<file path="config.mk">
export PLATFORM = sky130hd
export DESIGN_NAME = transposition_edit_distance
export DESIGN_NICKNAME = d
export VERILOG_FILES = /design/src/rtl/core/tedist_pkg.sv /design/src/rtl/core/transposition_edit_distance.sv /design/src/rtl/core/tedist_ram.sv
export SDC_FILE = /design/constraint.sdc
export NUM_CORES = 2
export LEC_CHECK = 0
export ABC_AREA = 1
export BUFFER_PORTS_ARGS = -buffer_cell sky130_fd_sc_hd__buf_2
export CELL_PAD_IN_SITES_DETAIL_PLACEMENT = 1
export CELL_PAD_IN_SITES_GLOBAL_PLACEMENT = 2
export CORE_MARGIN = 2
export CORE_UTILIZATION = 45
export DETAILED_ROUTE_END_ITERATION = 7
export GPL_TIMING_DRIVEN = 1
export HOLD_SLACK_MARGIN = 0.02
export PLACE_DENSITY_LB_ADDON = 0.2
export REMOVE_ABC_BUFFERS = 1
export SYNTH_ARGS = -nofsm -noshare
export SYNTH_HDL_FRONTEND = slang
export SYNTH_SLANG_ARGS = --single-unit
export TNS_END_PERCENT = 5
</file>
<file path="constraint.sdc">
create_clock -name clk -period 9.9 [get_ports clk]
set_clock_uncertainty 0.05 [all_clocks]
set_input_delay 0.99 -clock clk [delete_from_list [all_inputs] [get_ports clk]]
set_output_delay 0.99 -clock clk [all_outputs]
set_load 0.1 [all_outputs]
</file>
<file path="src/rtl/core/tedist_pkg.sv">
// ----------------------------------------------------------------------------
// tedist_pkg
// Shared types and constants for the transposition edit distance block:
// command codes, transfer payload structs and field widths.
// ----------------------------------------------------------------------------
package tedist_pkg;

    localparam int DEF_MAX_LEN = 32;
    localparam int CMD_W       = 2;
    localparam int SYM_W       = 8;
    localparam int DIST_W      = 6;

    localparam logic [DIST_W-1:0] DIST_MAX = '1;

    typedef enum logic [CMD_W-1:0] {
        CMD_LOAD_FIRST  = 2'd0,
        CMD_LOAD_SECOND = 2'd1,
        CMD_COMPUTE     = 2'd2
    } cmd_t;

    typedef struct packed {
        logic [CMD_W-1:0] cmd;
        logic [SYM_W-1:0] symbol;
    } item_t;

    typedef struct packed {
        logic [DIST_W-1:0] distance;
        logic              overflow;
    } result_t;

endpackage

</file>
<file path="src/rtl/core/transposition_edit_distance.sv">
// ----------------------------------------------------------------------------
// transposition_edit_distance
// Optimal string alignment distance between two loaded byte strings.
//
// Usage: items arrive on the item channel (valid/ready). cmd LOAD_FIRST or
// LOAD_SECOND appends symbol to the first or second word; symbols past
// MAX_LEN are dropped and reported in the overflow bit. COMPUTE walks the
// table and sends one transfer on the result channel, then clears both
// words and the overflow flag. Other commands are ignored.
// Load items are accepted back to back while idle. For two nonempty
// words, a compute first writes the initial row of the table, then for
// each row fetches the first-word symbol and for each cell reads the row
// RAMs and then updates the cell in the shared min/compare unit. With an
// empty word the result is valid in the cycle after the compute is taken.
// The block takes no item while computing or while the result waits.
// A stalled receiver holds the result register; nothing is lost.
// Reset empties both words and clears the flag; no clearing pass is needed.
// ----------------------------------------------------------------------------
module transposition_edit_distance
    import tedist_pkg::*;
#(
    parameter int MAX_LEN = DEF_MAX_LEN
) (
    input  logic    clk,
    input  logic    rst_n,
    input  logic    item_valid,
    output logic    item_ready,
    input  item_t   item,
    output logic    result_valid,
    input  logic    result_ready,
    output result_t result
);

    localparam int DW = $clog2(MAX_LEN + 1);
    localparam int AW = (MAX_LEN > 1) ? $clog2(MAX_LEN) : 1;
    localparam int CW = DW + 1;

    typedef enum logic [5:0] {
        S_IDLE = 6'b000001,
        S_INIT = 6'b000010,
        S_ROW  = 6'b000100,
        S_RD   = 6'b001000,
        S_CALC = 6'b010000,
        S_OUT  = 6'b100000
    } state_t;

    state_t         state_reg, state_next;
    logic [DW-1:0]  first_len_reg, first_len_next;
    logic [DW-1:0]  second_len_reg, second_len_next;
    logic           dropped_reg, dropped_next;
    logic [DW-1:0]  i_reg, i_next;
    logic [DW-1:0]  j_reg, j_next;
    logic [1:0]     cur_sel_reg, cur_sel_next;
    logic [DW-1:0]  left_reg, left_next;
    logic [DW-1:0]  diag_reg, diag_next;
    logic [SYM_W-1:0] a_prev_reg, a_prev_next;
    logic [SYM_W-1:0] b_prev_reg, b_prev_next;
    result_t        result_reg, result_next;

    logic             accept;
    logic             first_we, second_we;
    logic [SYM_W-1:0] first_rdata, second_rdata;
    logic [DW-1:0]    i_minus1, j_minus1;
    logic [1:0]       prev_sel, rbp_sel;
    logic             row_wr_en;
    logic [DW-1:0]    row_waddr, row_wdata;
    logic [DW-1:0]    row_raddr [3];
    logic [DW-1:0]    row_rdata [3];
    logic [DW-1:0]    prev_rdata, rbp_rdata;
    logic [CW-1:0]    cand_up, cand_left, cand_diag, cand_swap, best_w;
    logic [DW-1:0]    best;
    logic             swap_ok;

    function automatic logic [DIST_W-1:0] sat_dist(input logic [DW-1:0] v);
        logic [DW+DIST_W-1:0] w;
        w = {{DIST_W{1'b0}}, v};
        if (w > (DW+DIST_W)'(DIST_MAX))
        begin
            return DIST_MAX;
        end
        return w[DIST_W-1:0];
    endfunction

    assign accept       = item_valid && item_ready;
    assign item_ready   = (state_reg == S_IDLE);
    assign result_valid = (state_reg == S_OUT);
    assign result       = result_reg;

    assign i_minus1 = i_reg - DW'(1);
    assign j_minus1 = j_reg - DW'(1);

    assign first_we  = accept && (item.cmd == CMD_LOAD_FIRST) &&
                       (first_len_reg < DW'(MAX_LEN));
    assign second_we = accept && (item.cmd == CMD_LOAD_SECOND) &&
                       (second_len_reg < DW'(MAX_LEN));

    tedist_ram #(
        .WIDTH (SYM_W),
        .DEPTH (MAX_LEN)
    ) u_first_ram (
        .clk   (clk),
        .we    (first_we),
        .waddr (first_len_reg[AW-1:0]),
        .wdata (item.symbol),
        .raddr (i_minus1[AW-1:0]),
        .rdata (first_rdata)
    );

    tedist_ram #(
        .WIDTH (SYM_W),
        .DEPTH (MAX_LEN)
    ) u_second_ram (
        .clk   (clk),
        .we    (second_we),
        .waddr (second_len_reg[AW-1:0]),
        .wdata (item.symbol),
        .raddr (j_minus1[AW-1:0]),
        .rdata (second_rdata)
    );

    assign prev_sel = (cur_sel_reg == 2'd0) ? 2'd2 : cur_sel_reg - 2'd1;
    assign rbp_sel  = (cur_sel_reg == 2'd2) ? 2'd0 : cur_sel_reg + 2'd1;

    assign row_wr_en = (state_reg == S_INIT) || (state_reg == S_ROW) ||
                       (state_reg == S_CALC);
    assign row_waddr = (state_reg == S_ROW) ? '0 : j_reg;

    always_comb
    begin
        case (state_reg)
            S_INIT:  row_wdata = j_reg;
            S_ROW:   row_wdata = i_reg;
            default: row_wdata = best;
        endcase
    end

    for (genvar k = 0; k < 3; k++)
    begin : g_row
        assign row_raddr[k] = (prev_sel == 2'(k)) ? j_reg :
                              (j_reg < DW'(2)) ? '0 : j_reg - DW'(2);

        tedist_ram #(
            .WIDTH (DW),
            .DEPTH (MAX_LEN + 1)
        ) u_row_ram (
            .clk   (clk),
            .we    (row_wr_en && (cur_sel_reg == 2'(k))),
            .waddr (row_waddr),
            .wdata (row_wdata),
            .raddr (row_raddr[k]),
            .rdata (row_rdata[k])
        );
    end

    always_comb
    begin
        case (prev_sel)
            2'd0:    prev_rdata = row_rdata[0];
            2'd1:    prev_rdata = row_rdata[1];
            default: prev_rdata = row_rdata[2];
        endcase
        case (rbp_sel)
            2'd0:    rbp_rdata = row_rdata[0];
            2'd1:    rbp_rdata = row_rdata[1];
            default: rbp_rdata = row_rdata[2];
        endcase
    end

    // shared cell unit: min of delete, insert, substitute and swap
    assign swap_ok   = (i_reg > DW'(1)) && (j_reg > DW'(1)) &&
                       (first_rdata == b_prev_reg) && (a_prev_reg == second_rdata);
    assign cand_up   = CW'(prev_rdata) + CW'(1);
    assign cand_left = CW'(left_reg) + CW'(1);
    assign cand_diag = CW'(diag_reg) + CW'(first_rdata != second_rdata);
    assign cand_swap = CW'(rbp_rdata) + CW'(1);

    always_comb
    begin
        best_w = (cand_up < cand_left) ? cand_up : cand_left;
        if (cand_diag < best_w)
        begin
            best_w = cand_diag;
        end
        if (swap_ok && (cand_swap < best_w))
        begin
            best_w = cand_swap;
        end
    end

    assign best = best_w[DW-1:0];

    always_comb
    begin
        state_next      = state_reg;
        first_len_next  = first_len_reg;
        second_len_next = second_len_reg;
        dropped_next    = dropped_reg;
        i_next          = i_reg;
        j_next          = j_reg;
        cur_sel_next    = cur_sel_reg;
        left_next       = left_reg;
        diag_next       = diag_reg;
        a_prev_next     = a_prev_reg;
        b_prev_next     = b_prev_reg;
        result_next     = result_reg;

        case (state_reg)
            S_IDLE:
            begin
                if (accept)
                begin
                    case (item.cmd)
                        CMD_LOAD_FIRST:
                        begin
                            if (first_we)
                            begin
                                first_len_next = first_len_reg + DW'(1);
                            end
                            else
                            begin
                                dropped_next = 1'b1;
                            end
                        end
                        CMD_LOAD_SECOND:
                        begin
                            if (second_we)
                            begin
                                second_len_next = second_len_reg + DW'(1);
                            end
                            else
                            begin
                                dropped_next = 1'b1;
                            end
                        end
                        CMD_COMPUTE:
                        begin
                            if ((first_len_reg == '0) || (second_len_reg == '0))
                            begin
                                result_next.distance = sat_dist(
                                    (first_len_reg == '0) ? second_len_reg
                                                          : first_len_reg);
                                result_next.overflow = dropped_reg;
                                first_len_next  = '0;
                                second_len_next = '0;
                                dropped_next    = 1'b0;
                                state_next      = S_OUT;
                            end
                            else
                            begin
                                j_next       = '0;
                                i_next       = '0;
                                cur_sel_next = 2'd0;
                                state_next   = S_INIT;
                            end
                        end
                        default:
                        begin
                        end
                    endcase
                end
            end
            S_INIT:
            begin
                if (j_reg == second_len_reg)
                begin
                    i_next       = DW'(1);
                    cur_sel_next = 2'd1;
                    state_next   = S_ROW;
                end
                else
                begin
                    j_next = j_reg + DW'(1);
                end
            end
            S_ROW:
            begin
                a_prev_next = first_rdata;
                left_next   = i_reg;
                diag_next   = i_minus1;
                j_next      = DW'(1);
                state_next  = S_RD;
            end
            S_RD:
            begin
                state_next = S_CALC;
            end
            S_CALC:
            begin
                left_next   = best;
                diag_next   = prev_rdata;
                b_prev_next = second_rdata;
                if (j_reg == second_len_reg)
                begin
                    if (i_reg == first_len_reg)
                    begin
                        result_next.distance = sat_dist(best);
                        result_next.overflow = dropped_reg;
                        first_len_next  = '0;
                        second_len_next = '0;
                        dropped_next    = 1'b0;
                        state_next      = S_OUT;
                    end
                    else
                    begin
                        i_next       = i_reg + DW'(1);
                        cur_sel_next = rbp_sel;
                        state_next   = S_ROW;
                    end
                end
                else
                begin
                    j_next     = j_reg + DW'(1);
                    state_next = S_RD;
                end
            end
            S_OUT:
            begin
                if (result_ready)
                begin
                    state_next = S_IDLE;
                end
            end
            default:
            begin
                state_next = S_IDLE;
            end
        endcase
    end

    always_ff @(posedge clk or negedge rst_n)
    begin
        if (!rst_n)
        begin
            state_reg      <= S_IDLE;
            first_len_reg  <= '0;
            second_len_reg <= '0;
            dropped_reg    <= 1'b0;
        end
        else
        begin
            state_reg      <= state_next;
            first_len_reg  <= first_len_next;
            second_len_reg <= second_len_next;
            dropped_reg    <= dropped_next;
        end
    end

    always_ff @(posedge clk)
    begin
        i_reg       <= i_next;
        j_reg       <= j_next;
        cur_sel_reg <= cur_sel_next;
        left_reg    <= left_next;
        diag_reg    <= diag_next;
        a_prev_reg  <= a_prev_next;
        b_prev_reg  <= b_prev_next;
        result_reg  <= result_next;
    end

`ifndef ASSERT_OFF
    a_ready_no_result: assert property (@(posedge clk) disable iff (!rst_n)
        item_ready |-> !result_valid)
        else $error("item_ready while result pending");

    a_len_bound: assert property (@(posedge clk) disable iff (!rst_n)
        (first_len_reg <= DW'(MAX_LEN)) && (second_len_reg <= DW'(MAX_LEN)))
        else $error("word length beyond MAX_LEN");

    a_calc_column: assert property (@(posedge clk) disable iff (!rst_n)
        (state_reg == S_CALC) |-> (j_reg != '0) && (j_reg <= second_len_reg))
        else $error("cell column out of range");

    a_calc_row: assert property (@(posedge clk) disable iff (!rst_n)
        (state_reg == S_CALC) |-> (i_reg != '0) && (i_reg <= first_len_reg))
        else $error("cell row out of range");

    a_compute_start: assert property (@(posedge clk) disable iff (!rst_n)
        accept && (item.cmd == CMD_COMPUTE) && (first_len_reg != '0) &&
        (second_len_reg != '0) |=> (state_reg == S_INIT))
        else $error("compute did not start table walk");
`endif

endmodule

</file>
<file path="src/rtl/core/tedist_ram.sv">
// ----------------------------------------------------------------------------
// tedist_ram
// Generic simple dual port RAM: one write port, one read port, registered
// read data.
// ----------------------------------------------------------------------------
module tedist_ram #(
    parameter int WIDTH = 8,
    parameter int DEPTH = 32
) (
    input  logic                                   clk,
    input  logic                                   we,
    input  logic [(DEPTH > 1 ? $clog2(DEPTH) : 1)-1:0] waddr,
    input  logic [WIDTH-1:0]                       wdata,
    input  logic [(DEPTH > 1 ? $clog2(DEPTH) : 1)-1:0] raddr,
    output logic [WIDTH-1:0]                       rdata
);

    logic [WIDTH-1:0] mem [DEPTH];

    always_ff @(posedge clk)
    begin
        if (we)
        begin
            mem[waddr] <= wdata;
        end
        rdata <= mem[raddr];
    end

endmodule

</file>
* Yosys cells after proc, flatten, opt, wreduce, memory -nomap -nowiden
Memories as Yosys holds them, arrays and structs flattened. A register that Yosys moved wholly into a read port is not among the register bits.
Index checks and enable logic that the tools add are counted.
W data, S select, Z words.
** Word-level totals
- Flip-flop bits (word level) :: 68
- Bits in writable memories :: 1106
- Logic and storage cells :: 183
- Memories :: 5
** Cells by class
- Add/sub/neg operators :: 13
- $lt $le $gt $ge :: 8
- Eq/ne operators :: 36
- Multiplexer cells :: 75
- Reductions and logical operators :: 33
** Memory list
- u_first_ram.mem :: depth 32, bits a word 8, rd ports 1, clocked after Yosys merged registers in 1, wr ports 1, line tedist_ram.sv:18 : logic [WIDTH-1:0] mem [DEPTH];
- u_second_ram.mem :: depth 32, bits a word 8, rd ports 1, clocked after Yosys merged registers in 1, wr ports 1, line tedist_ram.sv:18
- g_row[0].u_row_ram.mem :: depth 33, bits a word 6, rd ports 1, clocked after Yosys merged registers in 1, wr ports 1, line tedist_ram.sv:18
- g_row[1].u_row_ram.mem :: depth 33, bits a word 6, rd ports 1, clocked after Yosys merged registers in 1, wr ports 1, line tedist_ram.sv:18
- g_row[2].u_row_ram.mem :: depth 33, bits a word 6, rd ports 1, clocked after Yosys merged registers in 1, wr ports 1, line tedist_ram.sv:18
** Operators with widths (count)
- $mux W6 :: 28
- $pmux W6 S2 :: 9
- $mux W7 :: 7
- $pmux W6 S3 :: 2
- $pmux W6 S6 :: 1
- $add A6 B1 Y6 const B :: 4
- $add A6 B1 Y7 const B :: 3
- $lt A7 B7 Y1 :: 3
- $reduce_and A7 Y1 :: 3
- $eq A8 B8 Y1 :: 2
- $mux W1 :: 16
- $mux W2 :: 8
- $ne A3 B3 Y1 const B :: 5
- $ne A2 B1 Y1 const B :: 7
- $pmux W7 S2 :: 1
- $eq A6 B6 Y1 :: 2
- $gt A6 B1 Y1 const B :: 2
- $logic_and A1 B1 Y1 :: 12
- $logic_not A6 Y1 :: 2
- $lt A6 B6 Y1 const B :: 2
- $eq A2 B1 Y1 const B :: 4
- $logic_not A2 Y1 :: 4
- $ne A8 B8 Y1 :: 1
- $reduce_and A8 Y1 :: 1
- other kinds (27) :: 36

* Logic depth before layout (Yosys ltp)
- Word-level depth :: 15
- Depth in mapped cells :: 40
- Mapped depth without buffers :: 37

* Cells and area by module
A second synthesis with hierarchy kept.
** Unflattened totals
- Cell total of the unflattened synthesis :: 4748
- Area, all modules :: 52141.3 sq um
** Modules (own cells, without submodules)
- tedist_ram at u_first_ram ... :: instances 2, cells an instance 922, area each 10786.6 sq um, seq. area each 7847.5 sq um
- tedist_ram at g_row[1].u_row_ram ... :: instances 2, cells an instance 716, area each 8294.2 sq um, seq. area each 6065.8 sq um
- tedist_ram at g_row[0].u_row_ram :: instances 1, cells an instance 729, area each 8353.0 sq um, seq. area each 6065.8 sq um
- transposition_edit_distance :: instances 1, cells an instance 743, area each 5626.6 sq um, seq. area each 1948.1 sq um

* Least setup slack after synthesis
OpenSTA, ideal clock, no wires.
- Kind :: reg-to-reg
- Start point :: register cur_sel_reg[0]
- End point :: memory g_row[0].u_row_ram.mem[0][2] (netlist bit), data pin
- Library setup time :: 0.441 ns
- Data arrival time :: 6.494 ns
- Path slack :: 2.916 ns
- Cell stages (with the launch flop) :: 33
- Buffers on the path :: 3
- Cell sequence :: edfxtp_1 inv_1 ha_1 buf_2 o21a_1 inv_1 ha_1 inv_1 nor3_1 xor2_1 ha_1 a21oi_1 o21a_1 nand2_1 clkbuf_1 o21ai_0 ha_1 nand2_1 nor2_1 a211oi_1 nand2_1 buf_2 nand2_1 o21ai_0 ha_1 a22o_1 nor3_1 o2111ai_1 nor2_1 nand2_4 nand2_1 nand3_1 nand2_1
** On the way
- Longest elaborated chain between the ends :: 13
- Elaborated cells between the ends (all ways) :: 22
- Classes of those cells :: add/sub (4); order compare (3); eq/ne (3); mux (8); reduce/logical (4)
** Ends and longest elaborated chain
- start, declared :: line transposition_edit_distance.sv:53 : logic [1:0] cur_sel_reg, cur_sel_next;
- start signal, assigned :: line transposition_edit_distance.sv:352 : cur_sel_reg <= cur_sel_next;
- $sub A2 B1 Y2 / $logic_not A2 Y1 (equally long branches) :: line transposition_edit_distance.sv:121 : assign prev_sel = (cur_sel_reg == 2'd0) ? 2'd2 : cur_sel_reg - 2'd1;
- $mux W2 :: line transposition_edit_distance.sv:121
- $eq A2 B1 Y1 / $logic_not A2 Y1 (equally long branches) :: line transposition_edit_distance.sv:157 : case (prev_sel)
- $pmux W6 S2 :: line transposition_edit_distance.sv:157
- $add A6 B1 Y7 :: line transposition_edit_distance.sv:172 : assign cand_up = CW'(prev_rdata) + CW'(1);
- $lt A7 B7 Y1 :: line transposition_edit_distance.sv:179 : best_w = (cand_up < cand_left) ? cand_up : cand_left;
- $mux W7 :: line transposition_edit_distance.sv:179
- $lt A7 B7 Y1 :: line transposition_edit_distance.sv:180 : if (cand_diag < best_w)
- $mux W7 :: line transposition_edit_distance.sv:180
- $lt A7 B7 Y1 :: line transposition_edit_distance.sv:184 : if (swap_ok && (cand_swap < best_w))
- $logic_and A1 B1 Y1 :: line transposition_edit_distance.sv:184
- $mux W6 * :: line transposition_edit_distance.sv:184
- $pmux W6 S2 * :: line transposition_edit_distance.sv:130 : case (state_reg)
- named net g_row[0].u_row_ram.wdata[2] :: line tedist_ram.sv:13 : input logic [WIDTH-1:0] wdata,
- end, declared :: line tedist_ram.sv:18
Mark *: on every way through the listed nets, which the timed path passes. The rest lies on a longest branch.

* Final worst setup path
- Start point :: register cur_sel_reg[0]
- End point :: memory g_row[1].u_row_ram.mem[4][3] (netlist bit), data pin
** On the way
- Longest elaborated chain between the ends :: 13
- Elaborated cells between the ends (all ways) :: 22
- Classes of those cells :: add/sub (4); order compare (3); eq/ne (3); mux (8); reduce/logical (4)
** Ends and longest elaborated chain (line)
- $sub A2 B1 Y2 / $logic_not A2 Y1 (equally long branches) :: transposition_edit_distance.sv:121
- $mux W2 :: transposition_edit_distance.sv:121
- $eq A2 B1 Y1 / $logic_not A2 Y1 (equally long branches) :: transposition_edit_distance.sv:157
- $pmux W6 S2 :: transposition_edit_distance.sv:157
- $add A6 B1 Y7 :: transposition_edit_distance.sv:172
- $lt A7 B7 Y1 :: transposition_edit_distance.sv:179
- $mux W7 :: transposition_edit_distance.sv:179
- $lt A7 B7 Y1 :: transposition_edit_distance.sv:180
- $mux W7 :: transposition_edit_distance.sv:180
- $lt A7 B7 Y1 :: transposition_edit_distance.sv:184
- $logic_and A1 B1 Y1 :: transposition_edit_distance.sv:184
- $mux W6 * :: transposition_edit_distance.sv:184
- $pmux W6 S2 * :: transposition_edit_distance.sv:130
- named net g_row[0].u_row_ram.wdata[3] :: tedist_ram.sv:13
- end, declared :: tedist_ram.sv:18
Marks and branches as above.

==> impl_metrics.tcl <==
set metrics [dict create \
    outcome "completed" \
    clk_latency_ns 0.76 \
    grt_usage_pct 25.3 \
    hold_path_class "input port to asynchronous set/reset pin" \
    synth.area.top_cells "edfxtp_1 (69%), o21ai_0 (6.2%), nor2_1 (6.0%), o221ai_1 (2.2%), o22ai_1 (1.9%)" \
    final_cells 5576 \
    worstMarginPinSlew_ns 1.21 \
    cp-start-kind "flip-flop" \
    path_common_cell "nand2_1" \
    antenna_found_initial 6 \
    cp_data_arrival_time_ns 8.62 \
    io_buffers 22 \
    peakVddDrop_v 0.000785 \
    grt_setup_unrepaired "no" \
    fmax_mhz 123 \
    maxCapViolations 0 \
    setup_tns_ns 0 \
    top_register "g_row.u_row_ram.mem" \
    seqPwrFrac_pct 37.2 \
    syn_area_um2 50100 \
    grt_overflow_total 0 \
    ys_warn_count 0 \
    slew_headroom_pct 19.0 \
    gp_congestion 0.820 \
    async_flop_share_pct 1.57 \
    initial_utilization_pct 45.3 \
    area_growth_pct 11.2 \
    cp-end-kind "flip-flop" \
    slowest_stage "nand2_4" \
    n_antenna_cell 0 \
    clock_sinks 1208 \
    synth_edf_count 1155 \
    cp_slowest_stage_delay_ns 0.65 \
    rows 122 \
    p_clk_share_pct 22.4 \
    hold_ws_ns 0.163 \
    cts_buffer_depth 3 \
    power.internal_mw 12.4 \
    min_period_ns 8.15 \
    firstDrtPassIters 5 \
    crit_required_ns 10.38 \
    detail_route.vias_per_cell 5.90 \
    synth_flop_cell "edfxtp_1" \
    core-area_um2 111000 \
    yosysMostFrequentCell "edfxtp_1" \
    cp_max_fo 69 \
    dpl.hpwl_um 86500 \
    synth_top_area_cell "edfxtp_1" \
    yosysTopAreaCellShare_pct 69.3 \
    root_buffer "clkbuf_16" \
    grt_max_degree 100 \
    ys_seq_elements 1208 \
    largest_registers "g_row.u_row_ram.mem x594, u_first_ram.mem x256, u_second_ram.mem x256" \
    ys_seq_area_share_pct 71.6 \
    yosysUniqueCellTypes 59 \
    htree_levels 4 \
    cts-hold-fix-buffers 0 \
    p_leak_nw 18.0 \
    grt_pass1_wl_um 215000 \
    synthTopCellsByCount "edfxtp_1 (1,155), nor2_1 (805), o21ai_0 (617), nand2_1 (209), clkbuf_1 (191)" \
    nNetsFinal 4051 \
    powerDensity_nw_per_um2 381 \
    dieArea_um2 114000 \
    swShare_pct 41.7 \
    placed_cells 5344 \
    wl_per_cell_um 25.7 \
    numCtsBuffers 130 \
    hold_viol 0 \
    largest_reg_flops 594 \
    finalSetupViolations 0 \
    cts.repair.resized 0 \
    drv_slew 0 \
    cts_setup_buffers 0 \
    crit_type "flip-flop to flip-flop" \
    fill_cells 11200 \
    ant_nets 0 \
    drive_gt1_share_pct 7.83 \
    synthCells 4021 \
    num_vias 32900 \
    path_clk_slew_ns 0.06 \
    cts_tree "yes" \
    remaining_drc_errors 0 \
    drtIter0Drc 2910 \
    io_pins 23 \
    fp.dieH_um 338 \
    finalWirelength_um 143000 \
    fp.dieW_um 338 \
    finalCritPeriodShare_pct 82.3 \
    syn_area_per_cell_um2 12.4 \
    grt_pass1_vias 33100 \
    pwr-share-comb_pct 40.4 \
    power_switching_mw 8.85 \
]
## final cells by class
cell class | instances | area (um^2) | share of cell area (%)
flip-flops and latches | 1208 | 35800 | 64.4
clock buffers | 176 | 3640 | 6.55
multi-input cells | 2407 | 12700 | 22.8
clock inverters | 56 | 484 | 0.870
inverters | 162 | 617 | 1.11
well taps | 1488 | 1860 | 3.34
repair buffers | 79 | 538 | 0.966
## path summary, 6_finish.rpt
path	startpoint	end	slack, ns	cells past startpoint
max	cur_sel_reg[0]$_DFFE_PP_	g_row[1].u_row_ram.mem[4][3]$_DFFE_PP_	1.75	33
min	rst_n	state_reg[3]$_DFFE_PN0P_	0.16	1
max reg2reg	cur_sel_reg[0]$_DFFE_PP_	g_row[1].u_row_ram.mem[4][3]$_DFFE_PP_	1.75	33
min reg2reg	u_first_ram.rdata[5]$_DFF_P_	a_prev_reg[5]$_DFFE_PP_	0.41	0
max in group asynchronous	rst_n	first_len_reg[4]$_DFFE_PN0P_	9.27	1
min in group clk	u_first_ram.rdata[5]$_DFF_P_	a_prev_reg[5]$_DFFE_PP_	0.41	0
## power by group through the flow
| stage | clock network, mW | logic, mW | registers [mW] |
|---|---|---|---|
| after global routing | 5.00 | 9.42 | 7.91 |
| after CTS | 4.82 | 8.66 | 7.88 |
| after floorplan | 0 | 4.77 | 8.14 |
| after global placement | 0 | 8.44 | 7.97 |
| final | 4.75 | 8.57 | 7.88 |
| after detailed placement | 0 | 8.63 | 7.98 |
## routing by layer
metal | GRT usage, % | part of all wire (%)
met5 | 0 | 0.0091
met4 | 6.05 | 1.8
met3 | 3.58 | 5.2
met2 | 38.8 | 46
met1 | 38.0 | 47
## cell families after synthesis
logic type	after synthesis	synth area share [%]
DFF	1208	71.6
buffers and inverters	406	3.23
muxes	1	0.0225
adders and majority gates	49	1.22
xor gates and xnor gates	41	0.717
AOI/OAI and AO/OA	1121	13.5
and+or+nand+nor	1195	9.71
## per-stage QoR
stage / setup WS (ns) / instance area, um^2 / util, % / total power, mW
after floorplan: 1.66 / 49000 / - / 12.9
after global placement: 2.05 / 51500 / 46.6 / 16.4
after detailed placement: 1.91 / 51500 / 46.6 / 16.6
after CTS: 1.85 / 55700 / 50.4 / 21.4
after global routing: 0.978 / 55700 / 50.4 / 22.3
final: 1.75 / 55700 / 50.4 / 21.2
## worst max-delay path, delay by kind of cell (launching register included)
family,cells,cell delay [ns]
buf+inv,4,0.75
simple gates,15,3.22
flops,1,0.42
compound gates,9,1.78
fa+ha+maj,5,1.63
## placed cells by master, fill, tap and decap left out, types with 17 or more instances in the layout
cell type	n
clkinv_1	25
o22ai_1	154
ha_1	47
dfxtp_1	34
buf_4	57
edfxtp_1	1155
buf_2	22
inv_2	17
o21ai_1	36
dfrtp_1	18
a21oi_1	23
clkbuf_16	137
inv_1	138
nand2_1	203
a31oi_1	18
o221ai_1	127
nor3_1	20
nor2_1	805
o211ai_1	113
clkbuf_1	32
xor2_1	26
nand3_1	114
o21ai_0	615
clkinv_2	19
(Power assumes the default switching activity.)
